**config.mk**
```make
export PLATFORM = sky130hd
export DESIGN_NAME = table_driven_dfa_runner_unit_flat
export DESIGN_NICKNAME = d
export VERILOG_FILES = /design/src/rtl/core/tddfa_pkg.sv /design/src/rtl/core/tddfa_if.sv /design/src/rtl/core/table_driven_dfa_runner_unit.sv /design/src/flat_wrapper.sv
export VERILOG_INCLUDE_DIRS = /design/src /design/src/rtl/core
export SDC_FILE = /design/constraint.sdc
export NUM_CORES = 1
export LEC_CHECK = 0
export BUFFER_PORTS_ARGS = -buffer_cell sky130_fd_sc_hd__clkbuf_2
export CAP_MARGIN = 30
export CORE_ASPECT_RATIO = 0.9
export CORE_MARGIN = 2
export CORE_UTILIZATION = 30
export DETAILED_ROUTE_END_ITERATION = 10
export HOLD_SLACK_MARGIN = 0.1
export PLACE_DENSITY = 0.46
export SLEW_MARGIN = 20
export SYNTH_ARGS = -nofsm -noshare
export SYNTH_HDL_FRONTEND = slang
export SYNTH_SLANG_ARGS = --single-unit
```
**constraint.sdc**
```tcl
create_clock -name clk -period 10.41 [get_ports clk]
set_clock_uncertainty 0.05 [all_clocks]
set_input_delay 1.5615 -clock clk [delete_from_list [all_inputs] [get_ports clk]]
set_output_delay 1.5615 -clock clk [all_outputs]
set_load 0.005 [all_outputs]
```
**src/rtl/core/table_driven_dfa_runner_unit_macros.svh**
```systemverilog
`ifndef TABLE_DRIVEN_DFA_RUNNER_UNIT_MACROS_SVH
`define TABLE_DRIVEN_DFA_RUNNER_UNIT_MACROS_SVH

// same-cycle implication, clocked on clk, off during reset
`define TDDFA_ASSERT_SAME(label, ante, cons, msg) \
	label: assert property (@(posedge clk) disable iff (!arst_n) (ante) |-> (cons)) \
		else $error(msg);

// next-cycle implication, clocked on clk, off during reset
`define TDDFA_ASSERT_NEXT(label, ante, cons, msg) \
	label: assert property (@(posedge clk) disable iff (!arst_n) (ante) |=> (cons)) \
		else $error(msg);

`endif

```
**src/rtl/core/tddfa_pkg.sv**
```systemverilog
package tddfa_pkg;

	localparam int STATE_W = 4;
	localparam int SYM_W = 4;
	localparam int NSTATES_W = 5;
	localparam int PROD_W = SYM_W + NSTATES_W;

	localparam int DEF_MAX_STATES = 16;
	localparam int DEF_MAX_SYMBOLS = 16;

	localparam int OUT_FIFO_DEPTH = 8;

	localparam logic REQ_LOAD = 1'b0;
	localparam logic REQ_STEP = 1'b1;

	localparam logic [STATE_W-1:0] START_STATE = '0;

	typedef struct packed {
		logic               req_type;
		logic               last;
		logic [STATE_W-1:0] from_state;
		logic [STATE_W-1:0] to_state;
	} op_t;

	typedef struct packed {
		logic [STATE_W-1:0] final_state;
		logic               accepted;
	} res_t;

endpackage

```
**src/rtl/core/tddfa_if.sv**
```systemverilog
interface tddfa_req_if import tddfa_pkg::*; ();
	logic               valid;
	logic               ready;
	logic               req_type;
	logic [STATE_W-1:0] from_state;
	logic [SYM_W-1:0]   symbol;
	logic [STATE_W-1:0] to_state;
	logic               last;

	modport source (output valid, req_type, from_state, symbol, to_state, last, input ready);
	modport sink (input valid, req_type, from_state, symbol, to_state, last, output ready);
endinterface

interface tddfa_res_if import tddfa_pkg::*; ();
	logic               valid;
	logic               ready;
	logic [STATE_W-1:0] final_state;
	logic               accepted;

	modport source (output valid, final_state, accepted, input ready);
	modport sink (input valid, final_state, accepted, output ready);
endinterface

interface tddfa_cfg_if import tddfa_pkg::*; ();
	logic                 valid;
	logic                 ready;
	logic [NSTATES_W-1:0] data;

	modport source (output valid, data, input ready);
	modport sink (input valid, data, output ready);
endinterface

```
**src/rtl/core/table_driven_dfa_runner_unit.sv**
```systemverilog
// Datapath: an input transfer passes 3 address stages (product, quotient, remainder),
// then the table read and the result queue, where its result may wait behind earlier results.
// Throughput: one item per cycle while the queue has credit; the bound is the loop from
// the table read data to the next read address via one add and one compare-subtract.
// Reset: stride 1, current state 0, pipeline and result queue empty; the transition
// table is not cleared and holds undefined data until loaded.
`include "table_driven_dfa_runner_unit_macros.svh"

module table_driven_dfa_runner_unit import tddfa_pkg::*; #(
	parameter int MAX_STATES = DEF_MAX_STATES,
	parameter int MAX_SYMBOLS = DEF_MAX_SYMBOLS
) (
	input  logic        clk,
	input  logic        arst_n,
	tddfa_cfg_if.sink   cfg,
	tddfa_req_if.sink   req,
	tddfa_res_if.source res
);

	localparam int TableDepth = MAX_STATES * MAX_SYMBOLS;
	localparam int AW = $clog2(TableDepth);
	localparam int StateVals = 2 ** STATE_W;
	localparam int RecipK = PROD_W + AW;
	localparam logic [PROD_W:0] Recip = (PROD_W + 1)'((2 ** RecipK) / TableDepth);
	localparam int RW = PROD_W + AW + 1;
	localparam int PtrW = $clog2(OUT_FIFO_DEPTH);
	localparam int CntW = PtrW + 1;
	localparam int OccW = CntW + 1;

	function automatic logic [StateVals*AW-1:0] mod_table();
		logic [StateVals*AW-1:0] tab;
		tab = '0;
		for (int i = 0; i < StateVals; i++) begin
			tab[i*AW +: AW] = AW'(i % TableDepth);
		end
		return tab;
	endfunction

	localparam logic [StateVals*AW-1:0] ModTab = mod_table();

	logic [NSTATES_W-1:0] stride_q;
	logic [STATE_W-1:0]   cur_q;

	logic                 v_s1, v_s2, v_s3, v_s4;
	op_t                  op_s1, op_s2, op_s3;
	logic [PROD_W-1:0]    p_s1, p_s2;
	logic [PROD_W-1:0]    q_s2;
	logic [AW-1:0]        base_s3;
	logic                 step_s4, last_s4;
	logic [STATE_W-1:0]   rd_data_s4;

	logic [STATE_W-1:0]   table_mem [TableDepth];

	res_t                 fifo_mem [OUT_FIFO_DEPTH];
	logic [PtrW-1:0]      wr_ptr_q, rd_ptr_q;
	logic [CntW-1:0]      fifo_cnt_q;

	logic                 req_xfer, push_c, pop_c;
	logic [OccW-1:0]      occ_c;
	logic [2*PROD_W:0]    recip_prod;
	logic [RW-1:0]        qd, rem_raw, rem;
	logic [STATE_W-1:0]   cur_eff, sel_state;
	logic [AW-1:0]        sel_red;
	logic [AW:0]          addr_sum;
	logic [AW-1:0]        mem_addr;
	logic                 mem_we, mem_re;

	// configuration: clamp the stride once at write time
	assign cfg.ready = 1'b1;

	always_ff @(posedge clk or negedge arst_n) begin
		if (!arst_n) begin
			stride_q <= NSTATES_W'(1);
		end else if (cfg.valid && cfg.ready) begin
			if (cfg.data == '0) begin
				stride_q <= NSTATES_W'(1);
			end else if (int'(cfg.data) > MAX_STATES) begin
				stride_q <= NSTATES_W'(MAX_STATES);
			end else begin
				stride_q <= cfg.data;
			end
		end
	end

	// credit check against the result queue
	assign occ_c = OccW'(fifo_cnt_q) + OccW'(v_s1) + OccW'(v_s2) + OccW'(v_s3) + OccW'(v_s4);
	assign req.ready = occ_c < OccW'(OUT_FIFO_DEPTH);
	assign req_xfer = req.valid && req.ready;

	// address pipeline: product, reciprocal quotient, remainder
	assign recip_prod = (2*PROD_W + 1)'(p_s1) * (2*PROD_W + 1)'(Recip);
	assign qd = RW'(q_s2) * RW'(TableDepth);
	assign rem_raw = RW'(p_s2) - qd;
	assign rem = (rem_raw >= RW'(TableDepth)) ? rem_raw - RW'(TableDepth) : rem_raw;

	always_ff @(posedge clk or negedge arst_n) begin
		if (!arst_n) begin
			v_s1 <= 1'b0;
			v_s2 <= 1'b0;
			v_s3 <= 1'b0;
			v_s4 <= 1'b0;
		end else begin
			v_s1 <= req_xfer;
			v_s2 <= v_s1;
			v_s3 <= v_s2;
			v_s4 <= v_s3;
		end
	end

	always_ff @(posedge clk) begin
		op_s1.req_type   <= req.req_type;
		op_s1.last       <= req.last;
		op_s1.from_state <= req.from_state;
		op_s1.to_state   <= req.to_state;
		p_s1             <= PROD_W'(req.symbol) * PROD_W'(stride_q);
		op_s2            <= op_s1;
		p_s2             <= p_s1;
		q_s2             <= PROD_W'(recip_prod >> RecipK);
		op_s3            <= op_s2;
		base_s3          <= AW'(rem);
		step_s4          <= op_s3.req_type == REQ_STEP;
		last_s4          <= op_s3.last;
	end

	// on a returning step take the state from the read data, or the start state if last
	always_comb begin
		if (v_s4 && step_s4) begin
			cur_eff = last_s4 ? START_STATE : rd_data_s4;
		end else begin
			cur_eff = cur_q;
		end
	end

	always_ff @(posedge clk or negedge arst_n) begin
		if (!arst_n) begin
			cur_q <= START_STATE;
		end else begin
			cur_q <= cur_eff;
		end
	end

	assign sel_state = (op_s3.req_type == REQ_STEP) ? cur_eff : op_s3.from_state;
	assign sel_red = ModTab[sel_state*AW +: AW];
	assign addr_sum = (AW + 1)'(base_s3) + (AW + 1)'(sel_red);
	assign mem_addr = (addr_sum >= (AW + 1)'(TableDepth)) ?
		AW'(addr_sum - (AW + 1)'(TableDepth)) : AW'(addr_sum);
	assign mem_we = v_s3 && (op_s3.req_type == REQ_LOAD);
	assign mem_re = v_s3 && (op_s3.req_type == REQ_STEP);

	always_ff @(posedge clk) begin
		if (mem_we) begin
			table_mem[mem_addr] <= op_s3.to_state;
		end
		if (mem_re) begin
			rd_data_s4 <= table_mem[mem_addr];
		end
	end

	// result queue
	assign push_c = v_s4 && step_s4 && last_s4;
	assign pop_c = res.valid && res.ready;
	assign res.valid = fifo_cnt_q != '0;
	assign res.final_state = fifo_mem[rd_ptr_q].final_state;
	assign res.accepted = fifo_mem[rd_ptr_q].accepted;

	always_ff @(posedge clk) begin
		if (push_c) begin
			fifo_mem[wr_ptr_q].final_state <= rd_data_s4;
			fifo_mem[wr_ptr_q].accepted    <= rd_data_s4 == START_STATE;
		end
	end

	always_ff @(posedge clk or negedge arst_n) begin
		if (!arst_n) begin
			wr_ptr_q   <= '0;
			rd_ptr_q   <= '0;
			fifo_cnt_q <= '0;
		end else begin
			if (push_c) begin
				wr_ptr_q <= wr_ptr_q + PtrW'(1);
			end
			if (pop_c) begin
				rd_ptr_q <= rd_ptr_q + PtrW'(1);
			end
			if (push_c && !pop_c) begin
				fifo_cnt_q <= fifo_cnt_q + CntW'(1);
			end else if (pop_c && !push_c) begin
				fifo_cnt_q <= fifo_cnt_q - CntW'(1);
			end
		end
	end

	`TDDFA_ASSERT_SAME(a_fifo_room, push_c, (fifo_cnt_q < CntW'(OUT_FIFO_DEPTH)) || pop_c, "result queue overflow")
	`TDDFA_ASSERT_SAME(a_occ_bound, 1'b1, occ_c <= OccW'(OUT_FIFO_DEPTH), "in-flight items exceed queue credit")
	`TDDFA_ASSERT_NEXT(a_state_rewind, push_c, cur_q == START_STATE, "state not rewound after last symbol")
	`TDDFA_ASSERT_SAME(a_accept_flag, res.valid, res.accepted == (res.final_state == START_STATE), "accept flag mismatch")
	`TDDFA_ASSERT_NEXT(a_pipe_fill, req_xfer, v_s1, "transfer lost at pipeline entry")

endmodule

```
**src/flat_wrapper.sv**
```systemverilog
// flat-port wrapper written by rule: the top's interface ports become plain ports
module table_driven_dfa_runner_unit_flat import tddfa_pkg::*;
#(
	parameter int MAX_STATES = DEF_MAX_STATES,
	parameter int MAX_SYMBOLS = DEF_MAX_SYMBOLS
)
  (clk, arst_n, cfg_valid, cfg_data, cfg_ready, req_valid, req_req_type, req_from_state, req_symbol, req_to_state, req_last, req_ready, res_valid, res_final_state, res_accepted, res_ready);
  tddfa_cfg_if cfg_i ();
  tddfa_req_if req_i ();
  tddfa_res_if res_i ();
  input  logic clk;
  input  logic arst_n;
  input wire logic [$bits(cfg_i.valid)-1:0] cfg_valid;
  input wire logic [$bits(cfg_i.data)-1:0] cfg_data;
  output wire logic [$bits(cfg_i.ready)-1:0] cfg_ready;
  input wire logic [$bits(req_i.valid)-1:0] req_valid;
  input wire logic [$bits(req_i.req_type)-1:0] req_req_type;
  input wire logic [$bits(req_i.from_state)-1:0] req_from_state;
  input wire logic [$bits(req_i.symbol)-1:0] req_symbol;
  input wire logic [$bits(req_i.to_state)-1:0] req_to_state;
  input wire logic [$bits(req_i.last)-1:0] req_last;
  output wire logic [$bits(req_i.ready)-1:0] req_ready;
  output wire logic [$bits(res_i.valid)-1:0] res_valid;
  output wire logic [$bits(res_i.final_state)-1:0] res_final_state;
  output wire logic [$bits(res_i.accepted)-1:0] res_accepted;
  input wire logic [$bits(res_i.ready)-1:0] res_ready;
  assign cfg_i.valid = cfg_valid;
  assign cfg_i.data = cfg_data;
  assign cfg_ready = cfg_i.ready;
  assign req_i.valid = req_valid;
  assign req_i.req_type = req_req_type;
  assign req_i.from_state = req_from_state;
  assign req_i.symbol = req_symbol;
  assign req_i.to_state = req_to_state;
  assign req_i.last = req_last;
  assign req_ready = req_i.ready;
  assign res_valid = res_i.valid;
  assign res_final_state = res_i.final_state;
  assign res_accepted = res_i.accepted;
  assign res_i.ready = res_ready;
  table_driven_dfa_runner_unit #(.MAX_STATES(MAX_STATES), .MAX_SYMBOLS(MAX_SYMBOLS)) u_core (.clk(clk), .arst_n(arst_n), .cfg(cfg_i), .req(req_i), .res(res_i));
endmodule
```
# Word-level counts from Yosys, hierarchy flattened
# Memories as Yosys holds them, arrays and structs flattened. A register that Yosys moved wholly into a read port is not among the register bits.
# Cells that the tools add are included.
totals:
  mem_count: 2
  ramBits: 1064
  regBits: 82
  input_bits: 24
  elab_cells: 75
memory_table:
  columns: ["memory", "depth", "word_bits", "read_ports", "rd_ports_with_merged_regs", "write_ports", "line_no", "rtl"]
  rows:
  - ["u_core.table_mem", 256, 4, 1, 1, 1, "table_driven_dfa_runner_unit.sv:52", "logic [STATE_W-1:0] table_mem [TableDepth];"]
  - ["u_core.fifo_mem", 8, 5, 1, 0, 1, "table_driven_dfa_runner_unit.sv:54", "res_t fifo_mem [OUT_FIFO_DEPTH];"]
classes:
  n_reduce_logical: 14
  mul: 1
  order_cmp: 4
  add_sub_neg: 12
  bitwise: 1
  n_mux: 13
  shifts: 1
ops:
  columns: ["cell", "count"]
  rows:
  - ["$shiftx A128 B8 Y8 const A", 1]
  - ["$mux W4", 5]
  - ["$ge A18 B9 Y1 const B", 1]
  - ["$mux W8", 2]
  - ["$sub A8 B1 Y8 const B", 2]
  - ["$add A5 B1 Y5", 3]
  - ["$mux W5", 2]
  - ["$sub A9 B9 Y10", 1]
  - ["$add A8 B8 Y9", 1]
  - ["$ge A9 B9 Y1 const B", 1]
  - ["$mul A4 B5 Y9", 1]
  - ["$logic_and A1 B1 Y1", 8]
  - ["$add A3 B1 Y3 const B", 2]
  - ["$add A4 B1 Y5", 1]
  - ["$gt A5 B5 Y1 const B", 1]
  - ["$logic_not A5 Y1", 1]
  - ["$lt A5 B4 Y1 const B", 1]
  - ["$add A4 B1 Y4 const B", 1]
  - ["$logic_not A4 Y1", 1]
  - ["$mux W1", 4]
  - ["$reduce_bool A4 Y1", 1]
  - ["$sub A4 B1 Y4 const B", 1]
  - ["$logic_not A1 Y1", 2]
  - ["$reduce_bool A2 Y1", 1]
  - ["$not A1 Y1", 1]

# Logic depth before layout (Yosys ltp)
# Gate-level depths: netlist (run 1).
depth:
  word_depth: 7
  depth_mapped: 18
  ltp_nobuf: 14

# Worst setup path after synthesis (run 1)
# No wires, ideal clock.
synth_timing:
  kind: "register -> register"
  startpoint: "reg u_core.op_s3[0] (netlist bit)"
  endpoint: "mem u_core.table_mem[0][0] (data pin)"
  setup_time_ps: 852
  setup_slack_ps: 6126
  path_buffers: 0
  path_stages_with_launch: 1
  arrival_ps: 3382
  cell_sequence: "dfxtp_1"
synth_rtl:
  columns: ["item", "line_no", "rtl"]
  rows:
  - ["from (decl)", "table_driven_dfa_runner_unit.sv:45", "op_t op_s1, op_s2, op_s3;"]
  - ["from (signal assigned)", "table_driven_dfa_runner_unit.sv:119", "op_s3 <= op_s2;"]
  - ["to (decl)", "table_driven_dfa_runner_unit.sv:52", null]
# No word-level cell before the write port.

# Final worst setup path (run 1)
layout_timing:
  startpoint: "reg u_core.v_s4"
  endpoint: "reg u_core.rd_data_s4[1] (read register of u_core.table_mem) (data pin)"
layout_between:
  elab_chain_len: 7
  word_cells_on_any_way: 8
layout_rtl:
  columns: ["item", "line_no", "rtl"]
  rows:
  - ["from (decl)", "table_driven_dfa_runner_unit.sv:44", "logic v_s1, v_s2, v_s3, v_s4;"]
  - ["from (signal assigned)", "table_driven_dfa_runner_unit.sv:106", "v_s4 <= v_s3;"]
  - ["$logic_and A1 B1 Y1 (*)", "table_driven_dfa_runner_unit.sv:127", "if (v_s4 && step_s4) begin"]
  - ["$mux W4 (*)", "table_driven_dfa_runner_unit.sv:127", null]
  - ["named net u_core.cur_eff[0]", "table_driven_dfa_runner_unit.sv:62", "logic [STATE_W-1:0] cur_eff, sel_state;"]
  - ["$mux W4 (*)", "table_driven_dfa_runner_unit.sv:142", "assign sel_state = (op_s3.req_type == REQ_STEP) ? cur_eff : op_s3.from_state;"]
  - ["$shiftx A128 B8 Y8 (*)", "table_driven_dfa_runner_unit.sv:143", "assign sel_red = ModTab[sel_state*AW +: AW];"]
  - ["$add A8 B8 Y9 (*)", "table_driven_dfa_runner_unit.sv:144", "assign addr_sum = (AW + 1)'(base_s3) + (AW + 1)'(sel_red);"]
  - ["$sub A8 B1 Y8 / $ge A9 B9 Y1 (equally long branches)", "table_driven_dfa_runner_unit.sv:146, table_driven_dfa_runner_unit.sv:145", null]
  - ["$mux W8 (*)", "table_driven_dfa_runner_unit.sv:145", "assign mem_addr = (addr_sum >= (AW + 1)'(TableDepth)) ?"]
  - ["to (decl)", "table_driven_dfa_runner_unit.sv:50", "logic [STATE_W-1:0] rd_data_s4;"]
# Mark *: on every way through the listed nets, which the timed path passes. The rest lies on a longest branch.
# A chain may end at the register's enable or synchronous reset.

==> results of run 1 <==
## stage by stage
| stage | hold slack [ps] | std cells | utilization | worst slack, ps |
|---|---|---|---|---|
| finish | 278.6 | 4620 | 0.3439 | 4416 |
| global route | 285.9 | 4619 | 0.3439 | 4238 |
| CTS | 282.0 | 4617 | 0.3437 | 4527 |
| detailed placement | 264.7 | 4397 | 0.3184 | 4546 |
| global placement | 266.5 | 4395 | 0.3182 | 4343 |
| floorplan | 259.6 | 2477 | - | 6126 |
## power groups by stage
stage | Clock [mW] | Combinational (mW) | Sequential, mW
after floorplan | 0 | 1.99 | 5.32
after detailed placement | 0 | 3.01 | 5.35
after CTS | 4.28 | 3.03 | 5.25
after global placement | 0 | 3.00 | 5.34
after global routing | 4.45 | 3.19 | 5.26
final | 4.17 | 2.98 | 5.25
## worst max-delay path by stage
| stage | depth (start not counted) | slack [ps] | end |
|---|---|---|---|
| final | 12 | 4420 | u_core.rd_data_s4[1] |
| after CTS | 12 | 4530 | u_core.rd_data_s4[0] |
| after detailed placement | 11 | 4550 | u_core.rd_data_s4[0] |
| after global placement | 13 | 4340 | u_core.rd_data_s4[3] |
| after global routing | 12 | 4240 | u_core.rd_data_s4[0] |
| after floorplan | 0 | 6130 | u_core.table_mem[0][0] |
## synth_stat cells, types with 3 or more instances
cell type | count | share of area
fa_1 | 9 | 0.0040
mux2_2 | 19 | 0.0047
a311oi_1 | 34 | 0.0065
and2_1 | 13 | 0.0018
mux4_1 | 12 | 0.0069
nand2b_1 | 9 | 0.0012
mux4_2 | 255 | 0.13
o22a_1 | 3 | 0.00058
buf_2 | 54 | 0.0059
inv_1 | 20 | 0.0016
buf_1 | 15 | 0.0012
nor4_1 | 3 | 0.00041
nor3b_1 | 6 | 0.00099
and3_1 | 46 | 0.0063
nand3_1 | 45 | 0.0049
nand3b_1 | 10 | 0.0016
o41ai_1 | 10 | 0.0019
xnor2_1 | 15 | 0.0029
edfxtp_1 | 1068 | 0.70
clkbuf_1 | 54 | 0.0045
buf_4 | 15 | 0.0025
nor2_1 | 277 | 0.023
xor2_1 | 6 | 0.0012
dfxtp_1 | 56 | 0.025
a21o_1 | 6 | 0.00099
a31oi_1 | 8 | 0.0011
buf_6 | 8 | 0.0020
a21oi_1 | 11 | 0.0012
nor3_1 | 6 | 0.00066
nand2_1 | 269 | 0.022
mux2i_1 | 13 | 0.0029
dfrtp_1 | 22 | 0.012
o21ai_0 | 10 | 0.0011
ha_1 | 22 | 0.0060
o211ai_1 | 4 | 0.00066
## routing by layer
layer,track usage,up-vias,wire length (µm)
met2,0.2373,637,54750
met4,0.03505,0,2351
met5,0,-,0
li1,-,9887,-
met1,0.2156,12250,53930
met3,0.02787,156,6374
## flip-flops by register name (all words and copies together), names as in the netlist, 3 cells and up
signal and count:
u_core.stride_q 5, u_core.op_s3 10, u_core.p_s2 8, u_core.op_s1 10, u_core.p_s1 8, u_core.op_s2 10
u_core.fifo_cnt_q 4, u_core.rd_data_s4 4, u_core.base_s3 8, u_core.table_mem 1024, u_core.fifo_mem 40, u_core.cur_q 4
u_core.wr_ptr_q 3, u_core.rd_ptr_q 3
## worst reg2reg max path: stages (launching register included)
cell and delay, ps:
dfrtp_1 410, nand2_1 200, o21ai_0 170, mux2_2 320, ha_4 180, fa_4 1230, buf_12 580, mux4_2 520
nand2_1 90, and3_1 180, a311oi_1 80, o41ai_1 1040, nand4_1 530
## placed cells by master, fill, tap and decap left out, types with 30 or more instances in the layout
| master | n |
|---|---|
| edfxtp_1 | 1068 |
| nor2_1 | 276 |
| nand2_1 | 265 |
| mux4_2 | 255 |
| clkbuf_16 | 120 |
| dfxtp_1 | 52 |
| and3_1 | 46 |
| nand3_1 | 45 |
| buf_4 | 44 |
| a311oi_1 | 34 |
| clkbuf_2 | 30 |
## cells by family after synthesis
| kind of cell | Yosys count | synth area share |
|---|---|---|
| DFF | 1147 | 0.7418 |
| and+or+nand+nor | 695 | 0.06527 |
| muxes | 299 | 0.1406 |
| buffers and inverters | 169 | 0.01872 |
| AOI/OAI and AO/OA | 114 | 0.01949 |
| adders and majority gates | 31 | 0.01000 |
| xor gates and xnor gates | 21 | 0.004040 |
| other | 1 | 0.00008237 |
## cell type report
cell class,instances,area [µm²],area share
Antenna cell,1,2.502,0.00004829
Clock buffer,140,3098,0.05979
Clock inverter,80,706.9,0.01364
Inverter,20,75.07,0.001449
Multi-Input combinational cell,1161,10980,0.2119
Sequential cell,1147,33780,0.6520
Tap cell,1986,2485,0.04795
Timing Repair Buffer,85,685.7,0.01323
==> flow_metrics.env, run 1 <==
export IMPL_status="complete, no violations"
export IMPL_cell_type_with_the_highest_occurrence_count_on_the_critical_path="nand2_1"
export IMPL_clockBufferDepth=3
export IMPL_fraction_of_final_layout_cells_with_drive_strength_greater_than_1=0.2131
export IMPL_period_share=0.5758
export IMPL_htree_num_levels=3
export IMPL_drt_total_wl_um=117400
export IMPL_max_slew_worst_pin_slew_ps=1076
export IMPL_cts_post_setup_buffers_inserted=0
export IMPL_power_frac_comb=0.240
export IMPL_timing_critical_path_required_ps=10650
export IMPL_grt_antenna_before_repair=2
export IMPL_cp_startpoint="u_core.v_s4"
export IMPL_timing_final_hold_violations=0
export IMPL_ys_seq_elements=1147
export IMPL_clockPowerShare=0.336
export IMPL_io_pins=32
export IMPL_area_growth_synth_to_final_pct=13.82
export IMPL_mappedNetlistNets=2532
export IMPL_first_global_vias=24100
export IMPL_wire_length_of_the_first_global_routing_pass_um=171400
export IMPL_max_cap_violations=0
export IMPL_critical_path_endpoint_type="flip-flop"
export IMPL_clockRootBuffer="clkbuf_16"
export IMPL_final_cell_area_um2=51820
export IMPL_drt_first_iter_violations=2436
export IMPL_yosys_cell_types_count=70
export IMPL_timing_critical_path_slowest_stage_cell="fa_4"
export IMPL_synth_async_reset_ratio=0.02005
export IMPL_post_cts_resize_count=0
export IMPL_drt_pass1_iter_count=5
export IMPL_reg2reg_depth=12
export IMPL_fmax_ghz=0.1668
export IMPL_number_of_enable_flip_flop_cells_after_synthesis=1068
export IMPL_cells_along_the_critical_path="nand2_1 > o21ai_0 > mux2_2 > ha_4 > fa_4 > buf_12 > mux4_2 > nand2_1 > and3_1 > a311oi_1 > o41ai_1 > nand4_1"
export IMPL_timing_setup_tns_ps=0
export IMPL_ys_warn_count=0
export IMPL_r2r_setup_slack_ps=4420
export IMPL_final_net_count=2586
export IMPL_remaining_drc_errors=0
export IMPL_timing_hold_worst_endpoint="u_core.p_s2[0]"
export IMPL_power_density_nw_per_um2=239.2
export IMPL_setup_viol=0
export IMPL_gpl_final_weighted_congestion=0.7705
export IMPL_worst_relative_slew_slack=0.2730
export IMPL_worstReg2RegEnd="u_core.rd_data_s4[1]"
export IMPL_post_synth_cell_area_avg_um2=18.38
export IMPL_pin_count_of_the_biggest_net_entering_global_routing=193
export IMPL_critical_path_startpoint_type="flip-flop"
export IMPL_synth_cells=2477
export IMPL_synth_yosys_seq_area_share=0.7418
export IMPL_timing_worst_setup_path_type="reg -> reg"
export IMPL_slowest_stage_delay_on_critical_path_ps=1230
export IMPL_wl_per_cell_um=25.41
export IMPL_postSynth_topFlopCell="edfxtp_1"
export IMPL_static_leakage_power_nw=16.23
export IMPL_vias=22930
export IMPL_worst_path_max_fanout=104
export IMPL_source_of_the_worst_hold_timing_path="u_core.p_s1[0]"
export IMPL_power_switching_mw=3.751
export IMPL_groute_usage_overall=0.1505
export IMPL_globalRouteOverflowTotal=0
export IMPL_place_area_um2=47980
export IMPL_rows=135
export IMPL_initial_utilization=0.3022
export IMPL_floorplan_die_width_um=414.6
export IMPL_cts_tree="built"
export IMPL_dieArea_um2=154900
export IMPL_timing_critical_path_buf_inv=1
export IMPL_ctsHoldBuffers=0
export IMPL_critical_path_arrival_ps=6230
export IMPL_final_number_of_max_transition_violations=0
export IMPL_clock_insertion_delay_worst_skew_ps=720
export IMPL_p_sw_frac=0.3027
export IMPL_vdd_ir_drop_max_uv=238.1
export IMPL_hold_path_cell_count=0
export IMPL_pwr_share_seq=0.423
export IMPL_dp_hpwl_um=69700
export IMPL_port_buffers=30
export IMPL_chipHeight_um=373.6
export IMPL_min_period_ps=5994
export IMPL_cts_reportedPaths_clkPinSlew_ps=60
export IMPL_fill_cells=14140
export IMPL_final_antenna_net_count=0
export IMPL_post_synth_instance_area_um2=45520
export IMPL_core_area_um2=150700
export IMPL_rsz0062_at_grt="no"
export IMPL_tritoncts_num_buffers=116
export IMPL_finalPower_mw=12.39
export IMPL_viasPerCell=4.962
export IMPL_internal_power_mw=8.643
export IMPL_timing_rr_start="u_core.v_s4"
export IMPL_crit_family="adder cells"
export IMPL_hp_class="reg -> reg"
export IMPL_cts_sinks=1147
Power figures use the tool's default switching activity.
==> inputs of run 2 (changes only) <==
--- a/config.mk
+++ b/config.mk
@@ -13,7 +13,7 @@
 export CORE_UTILIZATION = 30
 export DETAILED_ROUTE_END_ITERATION = 10
 export HOLD_SLACK_MARGIN = 0.1
-export PLACE_DENSITY = 0.46
+export PLACE_DENSITY = 0.47
 export SLEW_MARGIN = 20
 export SYNTH_ARGS = -nofsm -noshare
 export SYNTH_HDL_FRONTEND = slang
==> constraint.sdc (replaced) <==
create_clock -name clk -period 5.45 [get_ports clk]
set_clock_uncertainty 0.05 [all_clocks]
set_input_delay 0.8175 -clock clk [delete_from_list [all_inputs] [get_ports clk]]
set_output_delay 0.8175 -clock clk [all_outputs]
set_load 0.005 [all_outputs]
==> flow_metrics.env, run 2 (same netlist as run 1, synthesis figures left out) <==
export IMPL_tritoncts_num_buffers=116
export IMPL_clockRootBuffer="clkbuf_16"
export IMPL_cts_sinks=1147
export IMPL_io_pins=32
export IMPL_mostFrequentLayoutCell="edfxtp_1"
export IMPL_reg2reg_depth=15
export IMPL_first_global_vias=24550
export IMPL_timing_worst_setup_path_type="reg -> reg"
export IMPL_timing_rr_start="u_core.v_s4"
export IMPL_worst_relative_slew_slack=0.3236
export IMPL_htree_num_levels=3
export IMPL_fraction_of_final_layout_cells_with_drive_strength_greater_than_1=0.2430
export IMPL_status="complete, no violations"
export IMPL_period_share=0.9422
export IMPL_chipHeight_um=373.6
export IMPL_cts_reportedPaths_clkPinSlew_ps=60
export IMPL_final_antenna_net_count=0
export IMPL_fill_cells=14100
export IMPL_wl_per_cell_um=25.18
export IMPL_wire_length_of_the_first_global_routing_pass_um=174000
export IMPL_pin_count_of_the_biggest_net_entering_global_routing=205
export IMPL_post_route_util=0.3515
export IMPL_core_area_um2=150700
export IMPL_max_slew_worst_pin_slew_ps=1015
export IMPL_slowest_stage_delay_on_critical_path_ps=1010
export IMPL_final_critical_path_setup_slack_ps=314.8
export IMPL_clockBufferDepth=3
export IMPL_timing_setup_tns_ps=0
export IMPL_hold_path_cell_count=1
export IMPL_final_net_count=2721
export IMPL_detailedPlace_worstSlack_ps=251.8
export IMPL_critical_path_startpoint_type="flip-flop"
export IMPL_dieArea_um2=154900
export IMPL_rows=135
export IMPL_timing_hold_worst_endpoint="u_core.op_s1[7]"
export IMPL_worstReg2RegEnd="u_core.rd_data_s4[3]"
export IMPL_clock_insertion_delay_worst_skew_ps=730
export IMPL_timing_critical_path_slowest_stage_cell="fa_4"
export IMPL_largest_register_ffs=1024
export IMPL_timing_critical_path_buf_inv=1
export IMPL_crit_family="compound AO/OA/AOI/OAI gates"
export IMPL_remaining_drc_errors=0
export IMPL_source_of_the_worst_hold_timing_path="req_from_state[3]"
export IMPL_setup_viol=0
export IMPL_final_number_of_max_transition_violations=0
export IMPL_dp_hpwl_um=74770
export IMPL_timing_final_hold_violations=0
export IMPL_max_cap_violations=0
export IMPL_fmax_ghz=0.1947
export IMPL_rsz0062_at_grt="no"
export IMPL_floorplan_die_width_um=414.6
export IMPL_reg_top3="u_core.table_mem (1024), u_core.fifo_mem (40)"
export IMPL_cells_along_the_critical_path="nand2_1 > nand2_1 > o21ai_0 > mux2_2 > ha_4 > fa_4 > buf_12 > mux4_2 > and2_0 > a2111oi_0 > a31oi_1 > a32oi_1 > o21ai_0 > a21oi_1 > nand4b_1"
export IMPL_grt_antenna_before_repair=5
export IMPL_drt_first_iter_violations=2094
export IMPL_regMostFlops="u_core.table_mem"
export IMPL_groute_usage_overall=0.1526
export IMPL_layout_common_cells="edfxtp_1 (1068), nor2_1 (276), nand2_1 (269)"
export IMPL_critical_path_arrival_ps=5560
export IMPL_power_density_nw_per_um2=451.9
export IMPL_timing_critical_path_required_ps=5880
export IMPL_cts_post_setup_buffers_inserted=0
export IMPL_vdd_ir_drop_max_uv=246.6
export IMPL_vias=23580
export IMPL_area_growth_synth_to_final_pct=16.33
export IMPL_worst_path_max_fanout=40
export IMPL_port_buffers=30
export IMPL_initial_utilization=0.3022
export IMPL_globalRouteOverflowTotal=0
export IMPL_cts_tree="built"
export IMPL_static_leakage_power_nw=16.92
export IMPL_drt_pass1_iter_count=5
export IMPL_viasPerCell=4.966
export IMPL_r2r_setup_slack_ps=310
export IMPL_drt_total_wl_um=119500
export IMPL_gpl_final_weighted_congestion=0.8039
export IMPL_critical_path_endpoint_type="flip-flop"
export IMPL_hp_class="in -> reg"
export IMPL_min_period_ps=5135
## run 2: cell types whose count changed in the layout (fill, tap and decap cells not counted), sizes merged
| cell | delta |
|---|---|
| dlygate4sd3 | +9 |
| clkbuf | +5 |
| buf | +123 |
| bufinv | -1 |
| clkinv | -4 |
| inv | -2 |
| clkinvlp | -2 |
## run 2: cell type report
type | count | area (µm²) | area share
Tap cell | 1986 | 2485 | 0.04692
Inverter | 20 | 75.07 | 0.001418
Timing Repair Buffer | 220 | 1948 | 0.03678
Multi-Input combinational cell | 1161 | 10970 | 0.2071
Clock inverter | 71 | 668.1 | 0.01262
Clock buffer | 142 | 3032 | 0.05724
Sequential cell | 1147 | 33780 | 0.6379
Antenna cell | 1 | 2.502 | 0.00004725
## run 2: stage by stage
stage                     hold WS (ps)  cell area [µm²]  power, mW  std cells
after floorplan                  259.6            45520      13.95       2477
after global placement           260.5            49080      16.31       4518
after detailed placement         261.8            49080      16.34       4519
after CTS                        104.7            52870      24.21       4741
after global routing             114.1            52960      24.91       4747
final                            170.8            52960      23.94       4748
## run 2: worst max path at each step
stage	from	end	slack, ps	cells past startpoint
final	u_core.v_s4	u_core.rd_data_s4[3]	310	15
after detailed placement	u_core.v_s4	u_core.rd_data_s4[3]	250	15
after global routing	u_core.v_s4	u_core.rd_data_s4[3]	90	15
after floorplan	u_core.op_s3[0]	u_core.table_mem[0][0]	1170	0
after global placement	u_core.v_s4	u_core.rd_data_s4[3]	190	15
after CTS	u_core.rd_data_s4[0]	u_core.rd_data_s4[3]	230	14
## run 2: where the power goes
group          switching (mW)  internal, mW  total [mW]
registers               0.230          9.80        10.0
clock network            3.42          4.39        7.81
logic                    3.61          2.48        6.09
total                    7.26          16.7        23.9
## run 2: timing repair
item / 4_1_cts / 5_1_grt
endpoints found under the hold margin: 30 / 0
resized for setup: 0 / 0
hold buffers: 9 / 0
## run 2: layer usage
metal / up-vias / part of all wire / wire length, µm / global-route usage
li1: 10160 / - / - / -
met1: 12450 / 0.45 / 53360 / 0.2142
met2: 789 / 0.46 / 54560 / 0.2346
met3: 176 / 0.073 / 8703 / 0.03924
met4: 0 / 0.024 / 2907 / 0.04152
met5: - / 0 / 0 / 0
